## src/hdl/srp_pkg.sv

```systemverilog
// Shared constants, types and helper functions of the shadow record parser.
// Depends on nothing; every other file of the block but srp_ram refers to it by scoped names.

package srp_pkg;

    // Sizing of the parser and its record table.
    localparam int MAX_ENTRIES   = 16;
    localparam int NAME_CAPACITY = 32;
    localparam int HEX_DIGITS    = 64;
    localparam int HASH_WORDS    = 4;

    // Records waiting between the parser and the emitter, and output queue depth.
    localparam int REC_SLOTS = 2;
    localparam int OUT_DEPTH = 4;

    // Derived widths.
    localparam int NAME_CW     = $clog2(NAME_CAPACITY);
    localparam int HEX_CW      = $clog2(HEX_DIGITS + 2);
    localparam int REC_CW      = $clog2(MAX_ENTRIES + 1);
    localparam int SLOT_AW     = $clog2(REC_SLOTS);
    localparam int SLOT_CW     = $clog2(REC_SLOTS + 1);
    localparam int WORD_AW     = $clog2(HASH_WORDS);
    localparam int NAME_RAM_AW = SLOT_AW + NAME_CW;
    localparam int NAME_RAM_DEPTH = 1 << NAME_RAM_AW;
    localparam int OUT_AW      = $clog2(OUT_DEPTH);
    localparam int OUT_CW      = $clog2(OUT_DEPTH + 1);

    // Result field widths.
    localparam int ENTRY_W    = 4;
    localparam int PART_IDX_W = 5;
    localparam int DATA_W     = 64;
    localparam int NAME_LEN_W = 5;

    // Characters with a meaning to the parser.
    localparam logic [7:0] CH_LF      = 8'h0A;
    localparam logic [7:0] CH_CR      = 8'h0D;
    localparam logic [7:0] CH_COMMENT = 8'h23;
    localparam logic [7:0] CH_COLON   = 8'h3A;

    // Part kinds.
    localparam logic PART_NAME = 1'b0;
    localparam logic PART_HASH = 1'b1;

    // One finished record waiting to be emitted.
    typedef struct packed {
        logic [ENTRY_W-1:0] entry_slot;
        logic [NAME_CW-1:0] name_count;
    } t_desc;

    // Writes from the parser into the name memory and the record queue.
    typedef struct packed {
        logic               name_we;
        logic [NAME_CW-1:0] name_pos;
        logic [7:0]         name_byte;
        logic               hash_we;
        logic [WORD_AW-1:0] hash_word;
        logic [7:0]         hash_byte;
        logic               push;
        t_desc              desc;
    } t_front_wr;

    // One result beat.
    typedef struct packed {
        logic [ENTRY_W-1:0]    entry_slot;
        logic                  part_kind;
        logic [PART_IDX_W-1:0] part_index;
        logic [DATA_W-1:0]     part_data;
        logic [NAME_LEN_W-1:0] name_length;
        logic                  last_part;
    } t_part;

    // Hex digit decode: bit 4 is set for a valid digit, bits 3:0 hold its value.
    function automatic logic [4:0] digit_value(input logic [7:0] c);
        logic [4:0] res;
        res = 5'd0;
        if (c >= 8'h30 && c <= 8'h39) begin
            res = {1'b1, 4'(c - 8'h30)};
        end else if (c >= 8'h61 && c <= 8'h66) begin
            res = {1'b1, 4'(c - 8'h57)};
        end else if (c >= 8'h41 && c <= 8'h46) begin
            res = {1'b1, 4'(c - 8'h37)};
        end
        return res;
    endfunction

endpackage

```

## src/hdl/srp_ram.sv

```systemverilog
// Generic single-write, single-read memory with a registered read port.
// Stand-alone; used for the name store of the shadow record parser.

module srp_ram #(
    parameter int WIDTH = 8,
    parameter int DEPTH = 64
) (
    input  logic                     i_clk,
    input  logic                     i_we,
    input  logic [$clog2(DEPTH)-1:0] i_waddr,
    input  logic [WIDTH-1:0]         i_wdata,
    input  logic                     i_re,
    input  logic [$clog2(DEPTH)-1:0] i_raddr,
    output logic [WIDTH-1:0]         o_rdata
);

    logic [WIDTH-1:0] r_mem [DEPTH];
    logic [WIDTH-1:0] r_rdata;

    // Write port and registered read port.
    always_ff @(posedge i_clk) begin
        if (i_we) begin
            r_mem[i_waddr] <= i_wdata;
        end
        if (i_re) begin
            r_rdata <= r_mem[i_raddr];
        end
    end

    assign o_rdata = r_rdata;

endmodule

```

## src/hdl/srp_front.sv

```systemverilog
// Front end of the shadow record parser: classifies each byte and tracks the line.
// Depends on srp_pkg; drives name memory writes, hash writes and record pushes.

module srp_front (
    input  logic                  i_clk,
    input  logic                  i_rst_n,
    input  logic                  i_accept,
    input  logic [7:0]            i_byte_value,
    input  logic                  i_end_of_file,
    output srp_pkg::t_front_wr    o_wr
);

    typedef enum logic [2:0] {
        PH_START,
        PH_NAME,
        PH_HASH,
        PH_SKIP,
        PH_FULL
    } t_phase;

    t_phase                       r_phase, n_phase;
    logic [srp_pkg::NAME_CW-1:0]  r_name_count, n_name_count;
    logic                         r_too_long, n_too_long;
    logic [srp_pkg::HEX_CW-1:0]   r_hex, n_hex;
    logic [3:0]                   r_high, n_high;
    logic                         r_bad, n_bad;
    logic [srp_pkg::REC_CW-1:0]   r_rec, n_rec;

    logic                         term;
    logic [4:0]                   digit;
    logic [3:0]                   dval;
    logic [srp_pkg::NAME_CW-1:0]  base_cnt;
    srp_pkg::t_front_wr           wr;

    assign term  = (i_byte_value == srp_pkg::CH_LF) || (i_byte_value == srp_pkg::CH_CR);
    assign digit = srp_pkg::digit_value(i_byte_value);
    assign dval  = digit[4] ? digit[3:0] : 4'd0;
    // A new line starts its name from zero.
    assign base_cnt = (r_phase == PH_START) ? '0 : r_name_count;

    // Next-state logic for one accepted byte, then the line close.
    always_comb begin
        n_phase      = r_phase;
        n_name_count = r_name_count;
        n_too_long   = r_too_long;
        n_hex        = r_hex;
        n_high       = r_high;
        n_bad        = r_bad;
        n_rec        = r_rec;
        wr           = '0;
        wr.name_pos  = base_cnt;
        wr.name_byte = i_byte_value;
        wr.hash_word = r_hex[5:4];
        wr.hash_byte = {r_high, dval};

        if (i_accept && r_phase != PH_FULL) begin
            if (!term) begin
                case (r_phase)
                    PH_START, PH_NAME: begin
                        if (r_phase == PH_START) begin
                            n_name_count = '0;
                            n_too_long   = 1'b0;
                        end
                        if (r_phase == PH_START && i_byte_value == srp_pkg::CH_COMMENT) begin
                            n_phase = PH_SKIP;
                        end else if (i_byte_value == srp_pkg::CH_COLON) begin
                            n_phase = PH_HASH;
                            n_hex   = '0;
                            n_high  = 4'd0;
                            n_bad   = 1'b0;
                        end else begin
                            n_phase = PH_NAME;
                            if (base_cnt < srp_pkg::NAME_CW'(srp_pkg::NAME_CAPACITY - 1)) begin
                                wr.name_we   = 1'b1;
                                n_name_count = base_cnt + 1'b1;
                            end else begin
                                n_too_long = 1'b1;
                            end
                        end
                    end
                    PH_HASH: begin
                        if (r_hex >= srp_pkg::HEX_CW'(srp_pkg::HEX_DIGITS)) begin
                            n_hex = srp_pkg::HEX_CW'(srp_pkg::HEX_DIGITS + 1);
                        end else begin
                            if (!digit[4]) begin
                                n_bad = 1'b1;
                            end
                            if (!r_hex[0]) begin
                                n_high = dval;
                            end else begin
                                wr.hash_we = 1'b1;
                            end
                            n_hex = r_hex + 1'b1;
                        end
                    end
                    default: begin
                    end
                endcase
            end

            // A terminator or the end of file closes the line.
            if (term || i_end_of_file) begin
                if (n_phase == PH_HASH && n_name_count != '0 && !n_too_long &&
                    n_hex == srp_pkg::HEX_CW'(srp_pkg::HEX_DIGITS) && !n_bad) begin
                    wr.push            = 1'b1;
                    wr.desc.entry_slot = srp_pkg::ENTRY_W'(r_rec);
                    wr.desc.name_count = n_name_count;
                    n_rec              = r_rec + 1'b1;
                    if (n_rec >= srp_pkg::REC_CW'(srp_pkg::MAX_ENTRIES)) begin
                        n_phase = PH_FULL;
                    end else begin
                        n_phase = PH_START;
                    end
                end else begin
                    n_phase = PH_START;
                end
            end
        end

        // The end of file returns the parser to its reset state.
        if (i_accept && i_end_of_file) begin
            n_phase      = PH_START;
            n_name_count = '0;
            n_too_long   = 1'b0;
            n_hex        = '0;
            n_high       = 4'd0;
            n_bad        = 1'b0;
            n_rec        = '0;
        end
    end

    // Parser state.
    always_ff @(posedge i_clk) begin
        if (!i_rst_n) begin
            r_phase      <= PH_START;
            r_name_count <= '0;
            r_too_long   <= 1'b0;
            r_hex        <= '0;
            r_high       <= 4'd0;
            r_bad        <= 1'b0;
            r_rec        <= '0;
        end else begin
            r_phase      <= n_phase;
            r_name_count <= n_name_count;
            r_too_long   <= n_too_long;
            r_hex        <= n_hex;
            r_high       <= n_high;
            r_bad        <= n_bad;
            r_rec        <= n_rec;
        end
    end

    assign o_wr = wr;

endmodule

```

## src/hdl/srp_rec_queue.sv

```systemverilog
// Record queue of the shadow record parser: descriptors and hash words per slot.
// Depends on srp_pkg; written by srp_front, drained by srp_back.

module srp_rec_queue (
    input  logic                          i_clk,
    input  logic                          i_rst_n,
    input  srp_pkg::t_front_wr            i_wr,
    input  logic                          i_pop,
    input  logic [srp_pkg::WORD_AW-1:0]   i_hash_rd_word,
    output logic                          o_full,
    output logic                          o_empty,
    output logic [srp_pkg::SLOT_AW-1:0]   o_wslot,
    output logic [srp_pkg::SLOT_AW-1:0]   o_rslot,
    output srp_pkg::t_desc                o_head,
    output logic [srp_pkg::DATA_W-1:0]    o_hash_rd
);

    srp_pkg::t_desc                r_desc [srp_pkg::REC_SLOTS];
    logic [srp_pkg::DATA_W-1:0]    r_hash [srp_pkg::REC_SLOTS][srp_pkg::HASH_WORDS];
    logic [srp_pkg::SLOT_AW-1:0]   r_wptr, r_rptr;
    logic [srp_pkg::SLOT_CW-1:0]   r_count;

    // Descriptor and hash storage of the slot being filled.
    always_ff @(posedge i_clk) begin
        if (i_wr.hash_we) begin
            r_hash[r_wptr][i_wr.hash_word] <= {r_hash[r_wptr][i_wr.hash_word][55:0],
                                               i_wr.hash_byte};
        end
        if (i_wr.push) begin
            r_desc[r_wptr] <= i_wr.desc;
        end
    end

    // Slot pointers and occupancy.
    always_ff @(posedge i_clk) begin
        if (!i_rst_n) begin
            r_wptr  <= '0;
            r_rptr  <= '0;
            r_count <= '0;
        end else begin
            if (i_wr.push) begin
                r_wptr <= r_wptr + 1'b1;
            end
            if (i_pop) begin
                r_rptr <= r_rptr + 1'b1;
            end
            r_count <= r_count + srp_pkg::SLOT_CW'(i_wr.push) - srp_pkg::SLOT_CW'(i_pop);
        end
    end

    assign o_full    = (r_count == srp_pkg::SLOT_CW'(srp_pkg::REC_SLOTS));
    assign o_empty   = (r_count == '0);
    assign o_wslot   = r_wptr;
    assign o_rslot   = r_rptr;
    assign o_head    = r_desc[r_rptr];
    assign o_hash_rd = r_hash[r_rptr][i_hash_rd_word];

endmodule

```

## src/hdl/srp_back.sv

```systemverilog
// Back end of the shadow record parser: walks each queued record part by part.
// Depends on srp_pkg; reads the name memory and record queue, feeds the output queue.

module srp_back (
    input  logic                          i_clk,
    input  logic                          i_rst_n,
    input  logic                          i_head_valid,
    input  srp_pkg::t_desc                i_head,
    input  logic [srp_pkg::DATA_W-1:0]    i_hash_data,
    input  logic [7:0]                    i_name_data,
    input  logic                          i_pop,
    output logic                          o_desc_pop,
    output logic [srp_pkg::WORD_AW-1:0]   o_hash_word,
    output logic                          o_name_re,
    output logic [srp_pkg::NAME_CW-1:0]   o_name_pos,
    output srp_pkg::t_part                o_part,
    output logic                          o_empty
);

    logic                              r_in_hash;
    logic [srp_pkg::NAME_CW-1:0]       r_idx;
    logic                              r_s1_valid;
    srp_pkg::t_part                    r_s1;
    srp_pkg::t_part                    r_out [srp_pkg::OUT_DEPTH];
    logic [srp_pkg::OUT_AW-1:0]        r_wp, r_rp;
    logic [srp_pkg::OUT_CW-1:0]        r_out_count;

    logic                              issue;
    logic                              last_name;
    logic                              last_word;
    logic                              out_pop;
    logic [srp_pkg::OUT_CW:0]          occupancy;
    srp_pkg::t_part                    s1_part;
    srp_pkg::t_part                    s1_final;

    // Issue a part only when the output queue can take everything in flight.
    assign occupancy = {1'b0, r_out_count} + (srp_pkg::OUT_CW + 1)'(r_s1_valid);
    assign issue     = i_head_valid && (occupancy < (srp_pkg::OUT_CW + 1)'(srp_pkg::OUT_DEPTH));
    assign last_name = (r_idx == srp_pkg::NAME_CW'(i_head.name_count - 1'b1));
    assign last_word = (r_idx[srp_pkg::WORD_AW-1:0] == srp_pkg::WORD_AW'(srp_pkg::HASH_WORDS - 1));
    assign out_pop   = i_pop && (r_out_count != '0);

    assign o_hash_word = r_idx[srp_pkg::WORD_AW-1:0];
    assign o_name_re   = issue && !r_in_hash;
    assign o_name_pos  = r_idx;
    assign o_desc_pop  = issue && r_in_hash && last_word;

    // Part fields known at issue; the name byte comes from the registered memory read and joins r_s1.
    always_comb begin
        s1_part             = '0;
        s1_part.entry_slot  = i_head.entry_slot;
        s1_part.part_kind   = r_in_hash ? srp_pkg::PART_HASH : srp_pkg::PART_NAME;
        s1_part.part_index  = srp_pkg::PART_IDX_W'(r_idx);
        s1_part.part_data   = r_in_hash ? i_hash_data : '0;
        s1_part.name_length = srp_pkg::NAME_LEN_W'(i_head.name_count);
        s1_part.last_part   = r_in_hash && last_word;
    end

    always_comb begin
        s1_final = r_s1;
        if (r_s1.part_kind == srp_pkg::PART_NAME) begin
            s1_final.part_data = {{(srp_pkg::DATA_W - 8){1'b0}}, i_name_data};
        end
    end

    // Part sequencer and issue stage.
    always_ff @(posedge i_clk) begin
        if (!i_rst_n) begin
            r_in_hash  <= 1'b0;
            r_idx      <= '0;
            r_s1_valid <= 1'b0;
        end else begin
            r_s1_valid <= issue;
            if (issue) begin
                if (!r_in_hash) begin
                    if (last_name) begin
                        r_in_hash <= 1'b1;
                        r_idx     <= '0;
                    end else begin
                        r_idx <= r_idx + 1'b1;
                    end
                end else if (last_word) begin
                    r_in_hash <= 1'b0;
                    r_idx     <= '0;
                end else begin
                    r_idx <= r_idx + 1'b1;
                end
            end
        end
    end

    always_ff @(posedge i_clk) begin
        if (issue) begin
            r_s1 <= s1_part;
        end
    end

    // Output queue payload.
    always_ff @(posedge i_clk) begin
        if (r_s1_valid) begin
            r_out[r_wp] <= s1_final;
        end
    end

    // Output queue pointers and count.
    always_ff @(posedge i_clk) begin
        if (!i_rst_n) begin
            r_wp        <= '0;
            r_rp        <= '0;
            r_out_count <= '0;
        end else begin
            if (r_s1_valid) begin
                r_wp <= r_wp + 1'b1;
            end
            if (out_pop) begin
                r_rp <= r_rp + 1'b1;
            end
            r_out_count <= r_out_count + srp_pkg::OUT_CW'(r_s1_valid)
                           - srp_pkg::OUT_CW'(out_pop);
        end
    end

    assign o_part  = r_out[r_rp];
    assign o_empty = (r_out_count == '0);

endmodule

```

## src/hdl/shadow_record_parser.sv

```systemverilog
// Top level of the shadow record parser: front end, record queue, name memory, back end.
// Depends on srp_pkg, srp_ram, srp_front, srp_rec_queue and srp_back.
//
// Usage:
// Input channel: one file byte per beat on i_byte_value, with i_end_of_file set on
// the last byte of the file. A beat is taken when push is high and full is low.
// Output channel: one record part per beat. While empty is low the oldest part is
// on the o_ ports; it is taken when pop is high. Each accepted line gives its name
// bytes, then four hash words, the last marked by o_last_part.
// Throughput: one byte per cycle while full is low. full rises only while two finished
// records are still waiting in the record queue; parts drain at one per cycle while the
// output queue has room, and a valid line (at least 66 bytes) never outruns the emitter.
// With the emitter idle, a closed line passes the record queue, the issue register and the
// output queue before empty falls; later parts follow one per cycle while there is room.
// A stalled receiver fills the four-entry output queue, then the record queue,
// and finally raises full; nothing is dropped.
// Reset (synchronous, active low) empties both queues and starts a new file; the
// end-of-file byte does the same for the parser once its line is closed.

module shadow_record_parser (
    input  logic        i_clk,
    input  logic        i_rst_n,
    input  logic        push,
    output logic        full,
    input  logic [7:0]  i_byte_value,
    input  logic        i_end_of_file,
    output logic        empty,
    input  logic        pop,
    output logic [3:0]  o_entry_slot,
    output logic        o_part_kind,
    output logic [4:0]  o_part_index,
    output logic [63:0] o_part_data,
    output logic [4:0]  o_name_length,
    output logic        o_last_part
);

    srp_pkg::t_front_wr                  wr;
    srp_pkg::t_desc                      head;
    srp_pkg::t_part                      part;
    logic                                q_full, q_empty;
    logic [srp_pkg::SLOT_AW-1:0]         wslot, rslot;
    logic [srp_pkg::DATA_W-1:0]          hash_rd;
    logic [srp_pkg::WORD_AW-1:0]         hash_word;
    logic                                desc_pop;
    logic                                name_re;
    logic [srp_pkg::NAME_CW-1:0]         name_pos;
    logic [7:0]                          name_rd;
    logic                                accept;

    assign accept = push && !q_full;
    assign full   = q_full;

    // Byte classification and line tracking.
    srp_front u_front (
        .i_clk         (i_clk),
        .i_rst_n       (i_rst_n),
        .i_accept      (accept),
        .i_byte_value  (i_byte_value),
        .i_end_of_file (i_end_of_file),
        .o_wr          (wr)
    );

    // Name bytes, one region per record slot.
    srp_ram #(
        .WIDTH (8),
        .DEPTH (srp_pkg::NAME_RAM_DEPTH)
    ) u_name_ram (
        .i_clk   (i_clk),
        .i_we    (wr.name_we),
        .i_waddr ({wslot, wr.name_pos}),
        .i_wdata (wr.name_byte),
        .i_re    (name_re),
        .i_raddr ({rslot, name_pos}),
        .o_rdata (name_rd)
    );

    // Finished records waiting for the emitter.
    srp_rec_queue u_rec_queue (
        .i_clk          (i_clk),
        .i_rst_n        (i_rst_n),
        .i_wr           (wr),
        .i_pop          (desc_pop),
        .i_hash_rd_word (hash_word),
        .o_full         (q_full),
        .o_empty        (q_empty),
        .o_wslot        (wslot),
        .o_rslot        (rslot),
        .o_head         (head),
        .o_hash_rd      (hash_rd)
    );

    // Part emitter and output queue.
    srp_back u_back (
        .i_clk        (i_clk),
        .i_rst_n      (i_rst_n),
        .i_head_valid (!q_empty),
        .i_head       (head),
        .i_hash_data  (hash_rd),
        .i_name_data  (name_rd),
        .i_pop        (pop),
        .o_desc_pop   (desc_pop),
        .o_hash_word  (hash_word),
        .o_name_re    (name_re),
        .o_name_pos   (name_pos),
        .o_part       (part),
        .o_empty      (empty)
    );

    assign o_entry_slot  = part.entry_slot;
    assign o_part_kind   = part.part_kind;
    assign o_part_index  = part.part_index;
    assign o_part_data   = part.part_data;
    assign o_name_length = part.name_length;
    assign o_last_part   = part.last_part;

endmodule

```

## config.mk

```make
export PLATFORM = sky130hd
export DESIGN_NAME = shadow_record_parser
export DESIGN_NICKNAME = d
export VERILOG_FILES = /design/src/hdl/srp_pkg.sv /design/src/hdl/srp_ram.sv /design/src/hdl/srp_front.sv /design/src/hdl/srp_rec_queue.sv /design/src/hdl/srp_back.sv /design/src/hdl/shadow_record_parser.sv
export SDC_FILE = /design/constraint.sdc
export NUM_CORES = 2
export LEC_CHECK = 0
export BUFFER_PORTS_ARGS = -buffer_cell sky130_fd_sc_hd__buf_2
export CORE_MARGIN = 4
export CORE_UTILIZATION = 63
export CTS_CLUSTER_SIZE = 40
export DETAILED_ROUTE_END_ITERATION = 8
export PLACE_DENSITY_LB_ADDON = 0.25
export SYNTH_ARGS = -nofsm -noshare
export SYNTH_HDL_FRONTEND = slang
export SYNTH_HIERARCHICAL = 1
export SYNTH_SLANG_ARGS = --single-unit
```

## constraint.sdc

```tcl
create_clock -name i_clk -period 9.9 [get_ports i_clk]
set_input_delay 0.99 -clock i_clk [delete_from_list [all_inputs] [get_ports i_clk]]
set_output_delay 0.99 -clock i_clk [all_outputs]
set_load 0.01 [all_outputs]
```

==> run_results.csv <==
group,metric,value,unit
status,status,"complete, no violations",
yosys,yosysUniqueCellTypes,88,
floorplan,row_count,114,
setup_path,critPathLaunch,"i_byte_value[1]",
yosys,synthSimpleGateAreaFrac,0.0428,
timing,hold_viol,0,
detailed_routing,vias_per_cell,6.84,
setup_path,crit_end,"u_name_ram/r_mem[58][4]$_DFFE_PP_",
timing,fmax,222,MHz
placed_design,portBuffers,94,
yosys,synth_nets,3050,
placed_design,place.gp.congestion,0.892,
yosys,synth_area_leaders,"edfxtp_1, mux4_2, mux2_2",
yosys,synth_edf_count,1450,
yosys,yosys.area.top_type,"edfxtp_1",
yosys,synth_area,61900,um^2
finish,fillers,5576,
timing,rsz0062_at_grt,"no",
global_route,grt_start_max_net_pins,134,
global_route,grt_pass1_wl,201000,um
detailed_routing,ant_nets,0,
pwr,leakage,18.6,nW
detailed_routing,avgRoutedWirePerCell,29.5,um
yosys,syn_area_per_cell,20.5,um^2
yosys,ys_async_sr_fraction,0,
timing,min_period,4510,ps
yosys,seq_area_frac_synth,0.719,
yosys,synth_compound_area_frac,0.0200,
global_route,grt_usage,0.262,
setup_path,endpoint_kind,"flip-flop",
detailed_routing,drcViolationCount,0,
timing,worst_pin_slew,1210,ps
yosys,synth_top_family_by_area,"multiplexers",
setup_path,cp_data_arrival_time,4860,ps
cts,root_buffer,"clkbuf_16",
setup_path,crit_type,"in2reg",
setup_path,reg2reg_depth,6,
cts,cts.sinks,1498,
job,drv_cap,0,
cts,cts_tree,"yes",
pwr,power.density,186,nW/um^2
pwr,p_total,12.6,mW
timing,setup_violations,0,
setup_path,worst_setup_path_start_kind,"input port",
cts,cts_resized,0,
yosys,synth.top_cell.area_share,0.704,
floorplan,initial_core_util,0.638,
pwr,vdd_drop_max,0.000188,V
setup_path,cp.required,10250,ps
placed_design,dpl.hpwl,75600,um
yosys,synthMuxAreaShare,0.192,
cts,ctsHtreeMaxLevel,4,
setup_path,r2r-end,"u_name_ram/o_rdata[1]$_DFFE_PP_",
detailed_routing,first_iter_violations,3912,
finish,syn_to_final_growth,9.85,%
global_route,antenna_found_initial,2,
global_route,overflow,0,
cts,cts_buffer_depth,3,
finish,nets,3145,
floorplan,ios,95,
yosys,synth-main-ff-cell,"edfxtp_1",
detailed_routing,via_count,30778,
cts,ctsHoldBuffers,0,
yosys,yosysMostFrequentCell,"edfxtp_1",
finish,finalInstanceArea,68000,um^2
yosys,ys_ff_latch,1498,
worst_hold_path,hold_path_class,"reg2reg",
setup_path,critical_path.max_fanout,45,
setup_path,ff2ff_setup_slack,5680,ps
floorplan,die_y,321,um
timing,tns,0,ps
placed_design,placed_area,63300,um^2
yosys,synthXorXnorAreaFrac,0.00235,
floorplan,fp.dieArea,103000,um^2
yosys,yosys_warnings,6,
finish,multi_input_area,16200,um^2
finish,final_layout_size_suffix_gt1_frac,0.304,
timing,fin_skew,36.3,ps
cts,post-cts-setup-buffer-count,0,
detailed_routing,firstDrtPassIters,7,
setup_path,reg2reg_from,"u_back/o_name_pos[1]$_SDFFE_PN0N_",
timing,finalCritPeriodShare,0.455,
yosys,synth_cells,3015,
timing,relSlewSlack,0.189,
cts,worstSkewPairLatency,760,ps
yosys,synth_adder_area_share,0.00457,
floorplan,die-width,321,um
cts,cts.clk_slew.worst_paths,60,ps
yosys,ys_top_cells_by_count,"edfxtp_1, mux4_2, and2_1",
finish,seq_area,44500,um^2
timing,slew_viol_final,0,
detailed_routing,wl,133000,um
global_route,grt_pass1_vias,31408,
cts,cts_buffers,145,
floorplan,core,97000,um^2
per-stage QoR:
| step | setup WS (ps) | instances | hold WS, ps | utilization |
|---|---|---|---|---|
| floorplan | 2830 | 3015 | 451 | - |
| detailed placement | 4750 | 4239 | 485 | 0.653 |
| CTS | 5410 | 4496 | 499 | 0.701 |
| global route | 5180 | 4496 | 526 | 0.701 |
| global placement | 4840 | 4239 | 468 | 0.653 |
| finish | 5390 | 4497 | 491 | 0.701 |
cell type report:
class / instances / share of cell area
well taps: 1276 / 0.0235
clock inverters: 79 / 0.0111
flip-flops and latches: 1498 / 0.655
multi-input cells: 1302 / 0.239
clock buffers: 178 / 0.0574
repair buffers: 139 / 0.0123
diodes: 1 / 0.0000368
inverters: 24 / 0.00140
metal layers:
layer  up-vias  routed length (um)  GRT usage
met5         -                   0          0
met4         0                3270     0.0741
met3       288               12400     0.0517
met2      1826               64600      0.413
met1     16010               52400      0.384
li1      12654                   -          -
flip-flops by register name (all words and copies together), names as in the netlist, 7 cells and up, named ones only:
register	count
u_back/r_out	320
u_back/r_s1	80
u_front/r_hex	7
u_name_ram/o_rdata	8
u_name_ram/r_mem	512
u_rec_queue/r_desc	18
u_rec_queue/r_hash	512
power by group:
group,switching [mW],total (mW),internal [mW]
registers,0.0620,6.96,6.89
logic,0.152,0.285,0.132
clock network,2.27,5.38,3.11
logic make-up after synthesis:
group | count (synthesis)
fa+ha+maj | 22
compound gates | 166
simple gates | 480
mux | 619
buf+inv | 215
xor+xnor | 15
flops | 1498
cells in the final DEF (no fill, tap or decap), types with 24 or more instances in the layout:
cell | Yosys | routed
mux2i_1 | 37 | 37
clkbuf_16 | 0 | 151
buf_2 | 39 | 94
clkinv_2 | 0 | 25
nand2_1 | 49 | 49
a21oi_1 | 33 | 33
nor3_1 | 26 | 24
mux2_2 | 143 | 143
clkinv_1 | 0 | 31
buf_4 | 31 | 43
edfxtp_1 | 1450 | 1450
and2_1 | 148 | 144
nor2_1 | 117 | 111
dfxtp_1 | 48 | 38
nand3_1 | 37 | 37
mux4_2 | 439 | 439
clkbuf_1 | 83 | 25
worst min path at each step:
stage | end | cells after the start | slack (ps) | from
finish | u_front/r_bad$_SDFFE_PP0P_ | 2 | 490 | u_front/r_bad$_SDFFE_PP0P_
global route | u_front/r_rec[4]$_SDFFE_PP0P_ | 2 | 530 | u_front/r_rec[4]$_SDFFE_PP0P_
CTS | u_front/r_bad$_SDFFE_PP0P_ | 2 | 500 | u_front/r_bad$_SDFFE_PP0P_
detailed placement | u_front/r_bad$_SDFFE_PP0P_ | 2 | 490 | u_front/r_bad$_SDFFE_PP0P_
global placement | u_front/r_rec[4]$_SDFFE_PP0P_ | 2 | 470 | u_front/r_rec[4]$_SDFFE_PP0P_
floorplan | u_front/r_rec[3]$_SDFFE_PP0P_ | 2 | 450 | u_front/r_rec[3]$_SDFFE_PP0P_
critical path, stage by stage:
cell	delay, ps
buf_2	80
buf_4	410
inv_1	130
ha_1	250
mux2i_1	300
nor3_4	120
or2b_1	380
a2111oi_1	350
buf_4	280
nand4_1	390
nor3_1	1120
Note: power is estimated with default switching activity, not from simulation.
